<file path="src/design/kabf_pkg.sv">
// ----------------------------------------------------------------------------
// kabf_pkg: shared types and constants for the angle/bias Kalman filter
// Widths, register indexes, reset values and the micro-op encoding.
// ----------------------------------------------------------------------------
package kabf_pkg;

	localparam int unsigned REG_W   = 31;
	localparam int unsigned MEAS_W  = 25;
	localparam int unsigned RATE_W  = 28;
	localparam int unsigned DT_W    = 24;
	localparam int unsigned ST_W    = 32;
	localparam int unsigned IDX_W   = 2;

	localparam logic [IDX_W-1:0] REG_QA = 2'd0;
	localparam logic [IDX_W-1:0] REG_QB = 2'd1;
	localparam logic [IDX_W-1:0] REG_R  = 2'd2;

	localparam logic [REG_W-1:0] QA_RESET = 31'd10737418;
	localparam logic [REG_W-1:0] QB_RESET = 31'd322123;
	localparam logic [REG_W-1:0] R_RESET  = 31'd10737418;

	// micro-op sequence: predict, gains, correct
	localparam int unsigned OP_W = 4;
	localparam logic [OP_W-1:0] OP_ANG_PRED = 4'd0;
	localparam logic [OP_W-1:0] OP_AA_QA    = 4'd1;
	localparam logic [OP_W-1:0] OP_AA_CROSS = 4'd2;
	localparam logic [OP_W-1:0] OP_AB_PRED  = 4'd3;
	localparam logic [OP_W-1:0] OP_BA_PRED  = 4'd4;
	localparam logic [OP_W-1:0] OP_BB_PRED  = 4'd5;
	localparam logic [OP_W-1:0] OP_K0       = 4'd6;
	localparam logic [OP_W-1:0] OP_K1       = 4'd7;
	localparam logic [OP_W-1:0] OP_BIAS_COR = 4'd8;
	localparam logic [OP_W-1:0] OP_ANG_COR  = 4'd9;
	localparam logic [OP_W-1:0] OP_AA_COR   = 4'd10;
	localparam logic [OP_W-1:0] OP_AB_COR   = 4'd11;
	localparam logic [OP_W-1:0] OP_BA_COR   = 4'd12;
	localparam logic [OP_W-1:0] OP_BB_COR   = 4'd13;

	// serial multiplier: signed a (<=34b) times signed b (<=34b)
	localparam int unsigned MUL_W  = 34;
	localparam int unsigned PROD_W = 2 * MUL_W;
	// serial divider: 64-bit dividend magnitude
	localparam int unsigned DIV_W  = 64;

	function automatic logic signed [ST_W-1:0] sat32(input logic signed [PROD_W-1:0] v);
		logic signed [PROD_W-1:0] hi;
		logic signed [PROD_W-1:0] lo;
		hi = PROD_W'(64'sh7FFF_FFFF);
		lo = -PROD_W'(64'sh8000_0000);
		if (v > hi) begin
			return ST_W'(hi);
		end else if (v < lo) begin
			return ST_W'(lo);
		end
		return v[ST_W-1:0];
	endfunction

	// round to nearest, halves up, by 2^s (arithmetic shift floors)
	function automatic logic signed [PROD_W-1:0] rshr(input logic signed [PROD_W-1:0] v,
			input logic [4:0] s);
		logic signed [PROD_W-1:0] w;
		w = v + (PROD_W'(1) <<< (s - 5'd1));
		return w >>> s;
	endfunction

endpackage

</file>
<file path="src/design/kabf_mul.sv">
// ----------------------------------------------------------------------------
// kabf_mul: bit-serial signed multiplier
// Shift-add, one multiplier bit per cycle.
// ----------------------------------------------------------------------------
module kabf_mul (
	input  logic                                   clk,
	input  logic                                   arst_n,
	input  logic                                   start,
	input  logic signed [kabf_pkg::MUL_W-1:0]     a,
	input  logic signed [kabf_pkg::MUL_W-1:0]     b,
	output logic                                   done,
	output logic signed [kabf_pkg::PROD_W-1:0]    prod
);
	localparam int unsigned CW = $clog2(kabf_pkg::MUL_W + 1);
	logic [CW-1:0] cnt_q;
	logic busy_q;
	logic signed [kabf_pkg::PROD_W-1:0] acc_q, mcand_q;
	logic [kabf_pkg::MUL_W-1:0] mplier_q;

	always_ff @(posedge clk or negedge arst_n) begin
		if (!arst_n) begin
			busy_q <= 1'b0;
			cnt_q  <= '0;
			done   <= 1'b0;
		end else begin
			done <= 1'b0;
			if (start) begin
				busy_q <= 1'b1;
				cnt_q  <= '0;
			end else if (busy_q) begin
				cnt_q <= cnt_q + CW'(1);
				if (cnt_q == CW'(kabf_pkg::MUL_W - 1)) begin
					busy_q <= 1'b0;
					done   <= 1'b1;
				end
			end
		end
	end

	// the sign bit of b has negative weight
	always_ff @(posedge clk) begin
		if (start) begin
			acc_q    <= '0;
			mcand_q  <= kabf_pkg::PROD_W'(a);
			mplier_q <= b;
		end else if (busy_q) begin
			if (mplier_q[0]) begin
				if (cnt_q == CW'(kabf_pkg::MUL_W - 1)) acc_q <= acc_q - mcand_q;
				else acc_q <= acc_q + mcand_q;
			end
			mcand_q  <= mcand_q <<< 1;
			mplier_q <= mplier_q >> 1;
		end
	end

	assign prod = acc_q;
endmodule

</file>
<file path="src/design/kabf_div.sv">
// ----------------------------------------------------------------------------
// kabf_div: bit-serial signed divider, quotient truncated toward zero
// Restoring division on magnitudes, one quotient bit per cycle.
// ----------------------------------------------------------------------------
module kabf_div (
	input  logic                                  clk,
	input  logic                                  arst_n,
	input  logic                                  start,
	input  logic signed [kabf_pkg::DIV_W-1:0]    num,
	input  logic signed [kabf_pkg::DIV_W-1:0]    den,
	output logic                                  done,
	output logic signed [kabf_pkg::DIV_W-1:0]    quo
);
	localparam int unsigned W  = kabf_pkg::DIV_W;
	localparam int unsigned CW = $clog2(W + 1);
	logic [CW-1:0] cnt_q;
	logic busy_q, neg_q;
	logic [W-1:0] q_q, d_q;
	logic [W:0] r_q, r_sh;

	assign r_sh = {r_q[W-1:0], q_q[W-1]};

	always_ff @(posedge clk or negedge arst_n) begin
		if (!arst_n) begin
			busy_q <= 1'b0;
			cnt_q  <= '0;
			done   <= 1'b0;
		end else begin
			done <= 1'b0;
			if (start) begin
				busy_q <= 1'b1;
				cnt_q  <= '0;
			end else if (busy_q) begin
				cnt_q <= cnt_q + CW'(1);
				if (cnt_q == CW'(W - 1)) begin
					busy_q <= 1'b0;
					done   <= 1'b1;
				end
			end
		end
	end

	always_ff @(posedge clk) begin
		if (start) begin
			q_q   <= num[W-1] ? W'(-num) : W'(num);
			d_q   <= den[W-1] ? W'(-den) : W'(den);
			r_q   <= '0;
			neg_q <= num[W-1] ^ den[W-1];
		end else if (busy_q) begin
			if (r_sh >= {1'b0, d_q}) begin
				r_q <= r_sh - {1'b0, d_q};
				q_q <= {q_q[W-2:0], 1'b1};
			end else begin
				r_q <= r_sh;
				q_q <= {q_q[W-2:0], 1'b0};
			end
		end
	end

	assign quo = neg_q ? -$signed(q_q) : $signed(q_q);
endmodule

</file>
<file path="src/design/kalman_angle_bias_filter.sv">
// ----------------------------------------------------------------------------
// kalman_angle_bias_filter: two-state angle/gyro-bias Kalman filter
// Each item runs twelve serial multiplies and two serial divides, plus the
// load, on the shared bit-serial units; the next item is accepted only when
// the last has finished. A new item is taken while a result waits, the last
// step holds until it leaves.
// Reset clears the state and loads register defaults; output idles empty.
// ----------------------------------------------------------------------------
module kalman_angle_bias_filter (
	input  logic                                    clk,
	input  logic                                    arst_n,
	input  logic                                    in_valid,
	output logic                                    in_ready,
	input  logic signed [kabf_pkg::MEAS_W-1:0]     measured_angle,
	input  logic signed [kabf_pkg::RATE_W-1:0]     gyro_rate,
	input  logic [kabf_pkg::DT_W-1:0]              time_step,
	output logic                                    out_valid,
	input  logic                                    out_ready,
	output logic signed [kabf_pkg::ST_W-1:0]       filtered_angle,
	input  logic                                    cfg_valid,
	output logic                                    cfg_ready,
	input  logic [kabf_pkg::IDX_W-1:0]             cfg_index,
	input  logic [kabf_pkg::REG_W-1:0]             cfg_data
);
	localparam int unsigned PW = kabf_pkg::PROD_W;
	localparam int unsigned MW = kabf_pkg::MUL_W;
	localparam int unsigned DW = kabf_pkg::DIV_W;

	typedef enum logic [3:0] {
		ST_IDLE = 4'b0001,
		ST_MUL  = 4'b0010,
		ST_DIV  = 4'b0100,
		ST_OUT  = 4'b1000
	} state_t;

	state_t state_q;
	logic [kabf_pkg::OP_W-1:0] step_q;
	logic [kabf_pkg::REG_W-1:0] qa_q, qb_q, r_q;
	logic signed [kabf_pkg::ST_W-1:0] ang_q, bias_q, aa_q, ab_q, ba_q, bb_q, k0_q, k1_q;
	logic signed [kabf_pkg::MEAS_W-1:0] meas_q;
	logic signed [kabf_pkg::RATE_W-1:0] rate_q;
	logic [kabf_pkg::DT_W-1:0] dt_q;
	logic signed [PW-1:0] t_q;
	logic signed [kabf_pkg::ST_W-1:0] out_q;
	logic out_v_q;

	logic mul_start, mul_done, div_start, div_done;
	logic signed [MW-1:0] ma, mb;
	logic signed [PW-1:0] mp;
	logic signed [DW-1:0] dnum, dden, dq;
	logic signed [PW-1:0] s_w, y_w, r24, r30;

	assign s_w = PW'(aa_q) + PW'($signed({1'b0, r_q}));
	assign y_w = PW'(meas_q) - PW'(ang_q);
	assign r24 = kabf_pkg::rshr(mp, 5'd24);
	assign r30 = kabf_pkg::rshr(mp, 5'd30);

	kabf_mul u_mul (.clk, .arst_n, .start(mul_start), .a(ma), .b(mb),
		.done(mul_done), .prod(mp));
	kabf_div u_div (.clk, .arst_n, .start(div_start), .num(dnum), .den(dden),
		.done(div_done), .quo(dq));

	// bias is corrected before the angle so both see the predicted innovation
	logic signed [MW-1:0] dt_m;
	assign dt_m = MW'($signed({1'b0, dt_q}));
	always_comb begin
		ma = dt_m;
		mb = '0;
		dnum = '0;
		case (step_q)
			kabf_pkg::OP_ANG_PRED: mb = MW'(rate_q) - MW'(bias_q);
			kabf_pkg::OP_AA_QA: mb = MW'($signed({1'b0, qa_q}));
			kabf_pkg::OP_AA_CROSS: mb = MW'(ba_q) + MW'(ab_q);
			kabf_pkg::OP_AB_PRED, kabf_pkg::OP_BA_PRED: mb = MW'(bb_q);
			kabf_pkg::OP_BB_PRED: mb = MW'($signed({1'b0, qb_q}));
			kabf_pkg::OP_BIAS_COR: begin ma = MW'(k1_q); mb = MW'(y_w); end
			kabf_pkg::OP_ANG_COR: begin ma = MW'(k0_q); mb = MW'(y_w); end
			kabf_pkg::OP_AA_COR: begin ma = MW'(k0_q); mb = MW'(aa_q); end
			kabf_pkg::OP_AB_COR: begin ma = MW'(k0_q); mb = MW'(ab_q); end
			kabf_pkg::OP_BA_COR: begin ma = MW'(k1_q); mb = MW'(aa_q); end
			kabf_pkg::OP_BB_COR: begin ma = MW'(k1_q); mb = MW'(ab_q); end
			default: mb = '0;
		endcase
		dnum = (step_q == kabf_pkg::OP_K0) ? (DW'(aa_q) <<< 30) : (DW'(ba_q) <<< 30);
		dden = DW'(s_w);
	end

	assign in_ready  = (state_q == ST_IDLE);
	assign cfg_ready = 1'b1;
	assign out_valid = out_v_q;
	assign filtered_angle = out_q;

	logic out_load;
	assign out_load = (state_q == ST_OUT) && (!out_v_q || out_ready);

	logic go_q;
	assign mul_start = go_q && (step_q <= kabf_pkg::OP_BB_PRED || step_q >= kabf_pkg::OP_BIAS_COR);
	assign div_start = go_q && (step_q == kabf_pkg::OP_K0 || step_q == kabf_pkg::OP_K1);

	always_ff @(posedge clk or negedge arst_n) begin
		if (!arst_n) begin
			go_q    <= 1'b0;
			out_v_q <= 1'b0;
		end else begin
			go_q <= (state_q == ST_IDLE && in_valid && in_ready) ||
				(state_q == ST_MUL && mul_done && step_q != kabf_pkg::OP_BB_COR) ||
				(state_q == ST_DIV && div_done);
			if (out_load) out_v_q <= 1'b1;
			else if (out_ready) out_v_q <= 1'b0;
		end
	end

	always_ff @(posedge clk or negedge arst_n) begin
		if (!arst_n) begin
			state_q <= ST_IDLE;
			step_q  <= kabf_pkg::OP_ANG_PRED;
			qa_q <= kabf_pkg::QA_RESET;
			qb_q <= kabf_pkg::QB_RESET;
			r_q  <= kabf_pkg::R_RESET;
			ang_q <= '0; bias_q <= '0; aa_q <= '0; ab_q <= '0; ba_q <= '0; bb_q <= '0;
			k0_q <= '0; k1_q <= '0; t_q <= '0; out_q <= '0;
		end else begin
			if (cfg_valid && cfg_ready) begin
				case (cfg_index)
					kabf_pkg::REG_QA: qa_q <= cfg_data;
					kabf_pkg::REG_QB: qb_q <= cfg_data;
					kabf_pkg::REG_R:  r_q  <= cfg_data;
					default: ;
				endcase
			end
			case (state_q)
				ST_IDLE: if (in_valid && in_ready) begin
					state_q <= ST_MUL;
					step_q  <= kabf_pkg::OP_ANG_PRED;
				end
				ST_MUL: if (mul_done) begin
					step_q <= step_q + 4'd1;
					case (step_q)
						kabf_pkg::OP_ANG_PRED: ang_q <= kabf_pkg::sat32(PW'(ang_q) + r24);
						kabf_pkg::OP_AA_QA: t_q <= PW'(aa_q) + r24;
						kabf_pkg::OP_AA_CROSS: aa_q <= kabf_pkg::sat32(t_q - r24);
						kabf_pkg::OP_AB_PRED: ab_q <= kabf_pkg::sat32(PW'(ab_q) - r24);
						kabf_pkg::OP_BA_PRED: ba_q <= kabf_pkg::sat32(PW'(ba_q) - r24);
						kabf_pkg::OP_BB_PRED: begin
							bb_q <= kabf_pkg::sat32(PW'(bb_q) + r24);
							state_q <= ST_DIV;
						end
						kabf_pkg::OP_BIAS_COR: bias_q <= kabf_pkg::sat32(PW'(bias_q) + r30);
						kabf_pkg::OP_ANG_COR: ang_q <= kabf_pkg::sat32(PW'(ang_q) + r30);
						kabf_pkg::OP_AA_COR: aa_q <= kabf_pkg::sat32(PW'(aa_q) - r30);
						kabf_pkg::OP_AB_COR: ab_q <= kabf_pkg::sat32(PW'(ab_q) - r30);
						kabf_pkg::OP_BA_COR: ba_q <= kabf_pkg::sat32(PW'(ba_q) - r30);
						default: begin
							bb_q <= kabf_pkg::sat32(PW'(bb_q) - r30);
							state_q <= ST_OUT;
						end
					endcase
				end
				ST_DIV: if (div_done) begin
					step_q <= step_q + 4'd1;
					if (step_q == kabf_pkg::OP_K0) begin
						k0_q <= (s_w == '0) ? '0 : kabf_pkg::sat32(PW'(dq));
					end else begin
						k1_q <= (s_w == '0) ? '0 : kabf_pkg::sat32(PW'(dq));
						state_q <= ST_MUL;
					end
				end
				ST_OUT: if (out_load) begin
					out_q   <= ang_q;
					state_q <= ST_IDLE;
				end
				default: state_q <= ST_IDLE;
			endcase
		end
	end

	always_ff @(posedge clk) begin
		if (in_valid && in_ready) begin
			meas_q <= measured_angle;
			rate_q <= gyro_rate;
			dt_q   <= time_step;
		end
	end

	a_one_unit: assert property (@(posedge clk) disable iff (!arst_n)
		!(mul_start && div_start))
		else $error("multiplier and divider started together");
	a_no_accept_busy: assert property (@(posedge clk) disable iff (!arst_n)
		(state_q != ST_IDLE) |-> !in_ready)
		else $error("input accepted while busy");
	a_out_once: assert property (@(posedge clk) disable iff (!arst_n)
		(state_q == ST_OUT) |=> out_valid)
		else $error("result not presented");
	a_out_hold: assert property (@(posedge clk) disable iff (!arst_n)
		(out_valid && !out_ready) |=> (out_valid && $stable(filtered_angle)))
		else $error("waiting result changed");
endmodule
</file>
<file path="config.mk">
export PLATFORM = sky130hd
export DESIGN_NAME = kalman_angle_bias_filter
export DESIGN_NICKNAME = d
export VERILOG_FILES = /design/src/design/kabf_pkg.sv /design/src/design/kabf_mul.sv /design/src/design/kabf_div.sv /design/src/design/kalman_angle_bias_filter.sv
export SDC_FILE = /design/constraint.sdc
export NUM_CORES = 2
export LEC_CHECK = 0
export BUFFER_PORTS_ARGS = -buffer_cell sky130_fd_sc_hd__buf_2
export CAP_MARGIN = 30
export CELL_PAD_IN_SITES_DETAIL_PLACEMENT = 1
export CELL_PAD_IN_SITES_GLOBAL_PLACEMENT = 2
export CORE_AREA = 5 5 458 460
export CTS_CLUSTER_SIZE = 30
export DETAILED_ROUTE_END_ITERATION = 8
export DIE_AREA = 0 0 463 465
export PLACE_DENSITY_LB_ADDON = 0.15
export SYNTH_ARGS = -nofsm -noshare
export SYNTH_HDL_FRONTEND = slang
export SYNTH_SLANG_ARGS = --single-unit
</file>
<file path="constraint.sdc">
create_clock -name clk -period 9.1 [get_ports clk]
set_input_delay 0.91 -clock clk [delete_from_list [all_inputs] [get_ports clk]]
set_output_delay 0.91 -clock clk [all_outputs]
set_load 0.05 [all_outputs]
</file>
==> results by group <==
STA
  – F_max: ~120 MHz
  – Unrepaired setup endpoints after global routing: no
  – Final min period: 8.190 ns
  – Slew headroom: between 20 and 30%
  – Final setup violation count: 0
  – Worst slew pin tran: about 1.1 ns
  – Setup tns final: 0 ns
  – Final period util: around nine tenths
  – Final setup skew: ~0.071 ns
  – Endpoints failing hold: 0
  – Slew Viols, Final: 0

Route
  – Total wire length: 335900 µm
  – WL per Instance: between 20 and 30 µm
  – Post-route DRC: 0
  – Vias: between 70000 and 80000
  – DR vias/cell: around 6
  – DRT Pass-1 Iters: 8
  – Initial drt markers: 5535
  – Routed Antenna Nets: 0

Placement
  – Post-Place Cells: about 13000
  – Placer Congestion: between 0.9 and 1
  – Post-detail-place hpwl: 266000 µm
  – # port buffers: around 150

Final layout
  – Final cell count without fillers: ~13000
  – Area grow syn2layout: 10.69%
  – Nets: 10740
  – Layout cell share with drive strength beyond 1: a little under a tenth
  – Number of fill cells: ~25000

Yosys
  – Distinct cell type count after synthesis: between 100 and 150
  – Post-synthesis cell count: approximately 10000
  – Sequential-to-total area share from yosys stat: between 20 and 30%
  – Register bit total from synthesis: 893
  – Post-synth top area cell: dfrtp_1
  – Post-synth EDFFs: roughly 310
  – Top cells by area, synth: dfrtp_1, edfxtp_1, ha_1
  – YS warnings: 0
  – Asr flop ratio synth: 50.73%
  – Most frequent cell after synthesis: nand2_1
  – Top cells by count, synth: nand2_1, a21oi_1, nor2_1, ha_1, xnor2_1
  – Mean Syn Cell Area: a little over 8 µm²
  – Ys flop type: dfrtp_1
  – Yosys top cell area share: about an eighth
  – Syn Std Cell Area: around 82000 µm²

Setup path
  – Startpoint Class: flop
  – Reg2reg start: u_mul.prod[38]
  – Arrival @ worst endpoint: 8.81 ns
  – Setup slack, reg-to-reg: between 0.9 and 1 ns
  – Critical path class: reg -> reg
  – Worst path required time: approximately 10 ns
  – Setup crit end kind: flop
  – Critical path origin: u_mul.prod[38]
  – CP max FO: 27

Power and ir drop
  – Gate power share: between 50 and 60%
  – Leakage: a little under 40 nW
  – P_int: around 13 mW
  – PwrDens: between 200 and 300 nW/µm²
  – Peak VDD IR: approximately 0.2 mV
  – Sw power: 10.78 mW
  – Net Sw Frac: a little under half
  – Clock share of power: between 20% and 30%
  – Total Power: between 20 and 25 mW
  – Sequential power share: roughly 25%

Clock tree
  – CTS tree: built
  – Largest buffer count on any clock path: 3
  – H-tree levels: 3
  – Clock transition at path regs: around 0.060 ns
  – Worst-Skew Late Latency: approximately 0.81 ns
  – Root buffer cell: clkbuf_16
  – Total CTS buffers: about 110
  – Postcts setup bufs: 0
  – Clock sinks: 893

Floorplanning
  – Area of the core: between 200000 and 250000 µm²
  – FP Rows: between 150 and 200
  – Initial Utilization: 39.66%
  – Boundary Pins: 150
  – Total Die Area: roughly 220000 µm²
  – Die Ht: between 400 and 500 µm
  – Die W: 463 µm

Job
  – Max-Cap Viols: 0

Global routing
  – Grt ovf: 0
  – Initial antenna violation count: 31
  – First-pass GRT wire length: between 500000 and 600000 µm
  – GRT Total Usage: 29.99%
  – Vias in the first global route: around 78000
  – Largest net degree at the start of global routing: around 140

Run status
  – Status: finished clean

Worst hold path
  – Worst hold path type: in -> reg
  – Hold Crit Start: measured_angle[15]
==> state kept, by name (all words and copies together) (netlist names), 34 cells and up <==
signal,count
u_mul.prod,68
t_q,45
u_div.q_q,64
u_mul.mplier_q,34
u_div.r_q,64
u_mul.mcand_q,68
u_div.d_q,64
==> placed cells by master, fill, tap and decap left out, drive strengths merged, types with 123 or more instances in the layout <==
master / n
clkbuf: 168
mux2: 159
edfxtp: 308
buf: 371
dfxtp: 132
nand3: 229
ha: 655
a21oi: 965
nor3: 206
nand2: 976
nand2b: 129
a21o: 332
xnor2: 571
inv: 458
xor2: 358
a31oi: 123
o21ai: 621
nor2: 740
dfrtp: 418
==> path summary, 6_finish.rpt <==
kind	endpoint	cells past startpoint
max	ang_q[20]	20
min	meas_q[15]	1
max reg2reg	ang_q[20]	20
min reg2reg	u_mul.prod[20]	2
max in group asynchronous	u_div.busy_q	4
min in group asynchronous	bias_q[30]	2
==> worst max-delay path: stages (launching register included) <==
cell and delay, ns:
dfxtp_1 0.68, nand4_1 0.62, or4_1 1.00, or2_2 0.41
xnor2_1 0.12, buf_4 0.21, ha_1 0.40, nand4_1 0.18
or2_2 0.38, nor4bb_1 0.82, o211ai_1 0.29, a31oi_1 0.46
a211oi_1 0.17, xnor2_1 0.18, nor3_1 0.17, or3b_2 0.46
o41a_1 0.42, buf_4 0.25, nor2_1 0.49, a22o_1 0.21
a21oi_1 0.04
==> metal layers <==
metal  track usage [%]  vias to the layer above  wire (µm)
met4             14.41                       18      18160
li1                  -                    36210          -
met3             3.815                      571      16020
met2             50.17                     1759     156100
met5                 0                        -        129
met1             38.45                    38340     145500
==> kinds of logic after synthesis <==
| family | count (synthesis) | share of synthesized area, % |
|---|---|---|
| AND/OR/NAND/NOR | 3035 | 17.88 |
| buffers and inverters | 890 | 4.198 |
| other | 2 | 0.009209 |
| XOR/XNOR | 947 | 10.48 |
| flip-flops | 893 | 28.53 |
| AO/OA/AOI/OAI | 3118 | 24.43 |
| adder cells (fa/ha/maj) | 753 | 11.48 |
| multiplexers | 223 | 2.981 |
==> stage by stage <==
step	instance area, µm²	hold WS [ns]	setup WS [ns]	util [%]
5_1_grt	90240	0.2478	0.4603	43.89
4_1_cts	90150	0.2052	0.7443	43.85
3_5_place_dp	86140	0.4543	0.8589	41.89
3_3_place_gp	86020	0.4441	1.157	41.84
6_report	90270	0.2735	0.9103	43.90
2_1_floorplan	81670	0.4362	2.604	-
==> timing repair <==
action / 4_1_cts / 5_1_grt
endpoints found under the hold margin: 9 / 0
gates resized for setup: 0 / 0
setup endpoints to repair: 0 / 0
hold buffers: 1 / 0
==> power groups by stage <==
| stage | logic [mW] | clock network [mW] | registers (mW) |
|---|---|---|---|
| 2_1_floorplan | 8.97 | 0 | 5.50 |
| 3_3_place_gp | 12.2 | 0 | 5.88 |
| 3_5_place_dp | 12.5 | 0 | 5.91 |
| 4_1_cts | 12.6 | 4.99 | 5.84 |
| 5_1_grt | 13.9 | 5.16 | 5.94 |
| 6_report | 12.7 | 4.88 | 5.85 |
==> cell type report <==
class / instances / area [µm²] / share of cell area [%]
Sequential cell: 893 / 23270 / 25.78
Tap cell: 2704 / 3383 / 3.748
Clock buffer: 168 / 3361 / 3.723
Timing Repair Buffer: 372 / 2589 / 2.868
Clock inverter: 50 / 639.4 / 0.7083
Antenna cell: 18 / 45.04 / 0.04990
Multi-Input combinational cell: 8108 / 55240 / 61.20
Inverter: 462 / 1737 / 1.924
Power figures use the tool's default switching activity.
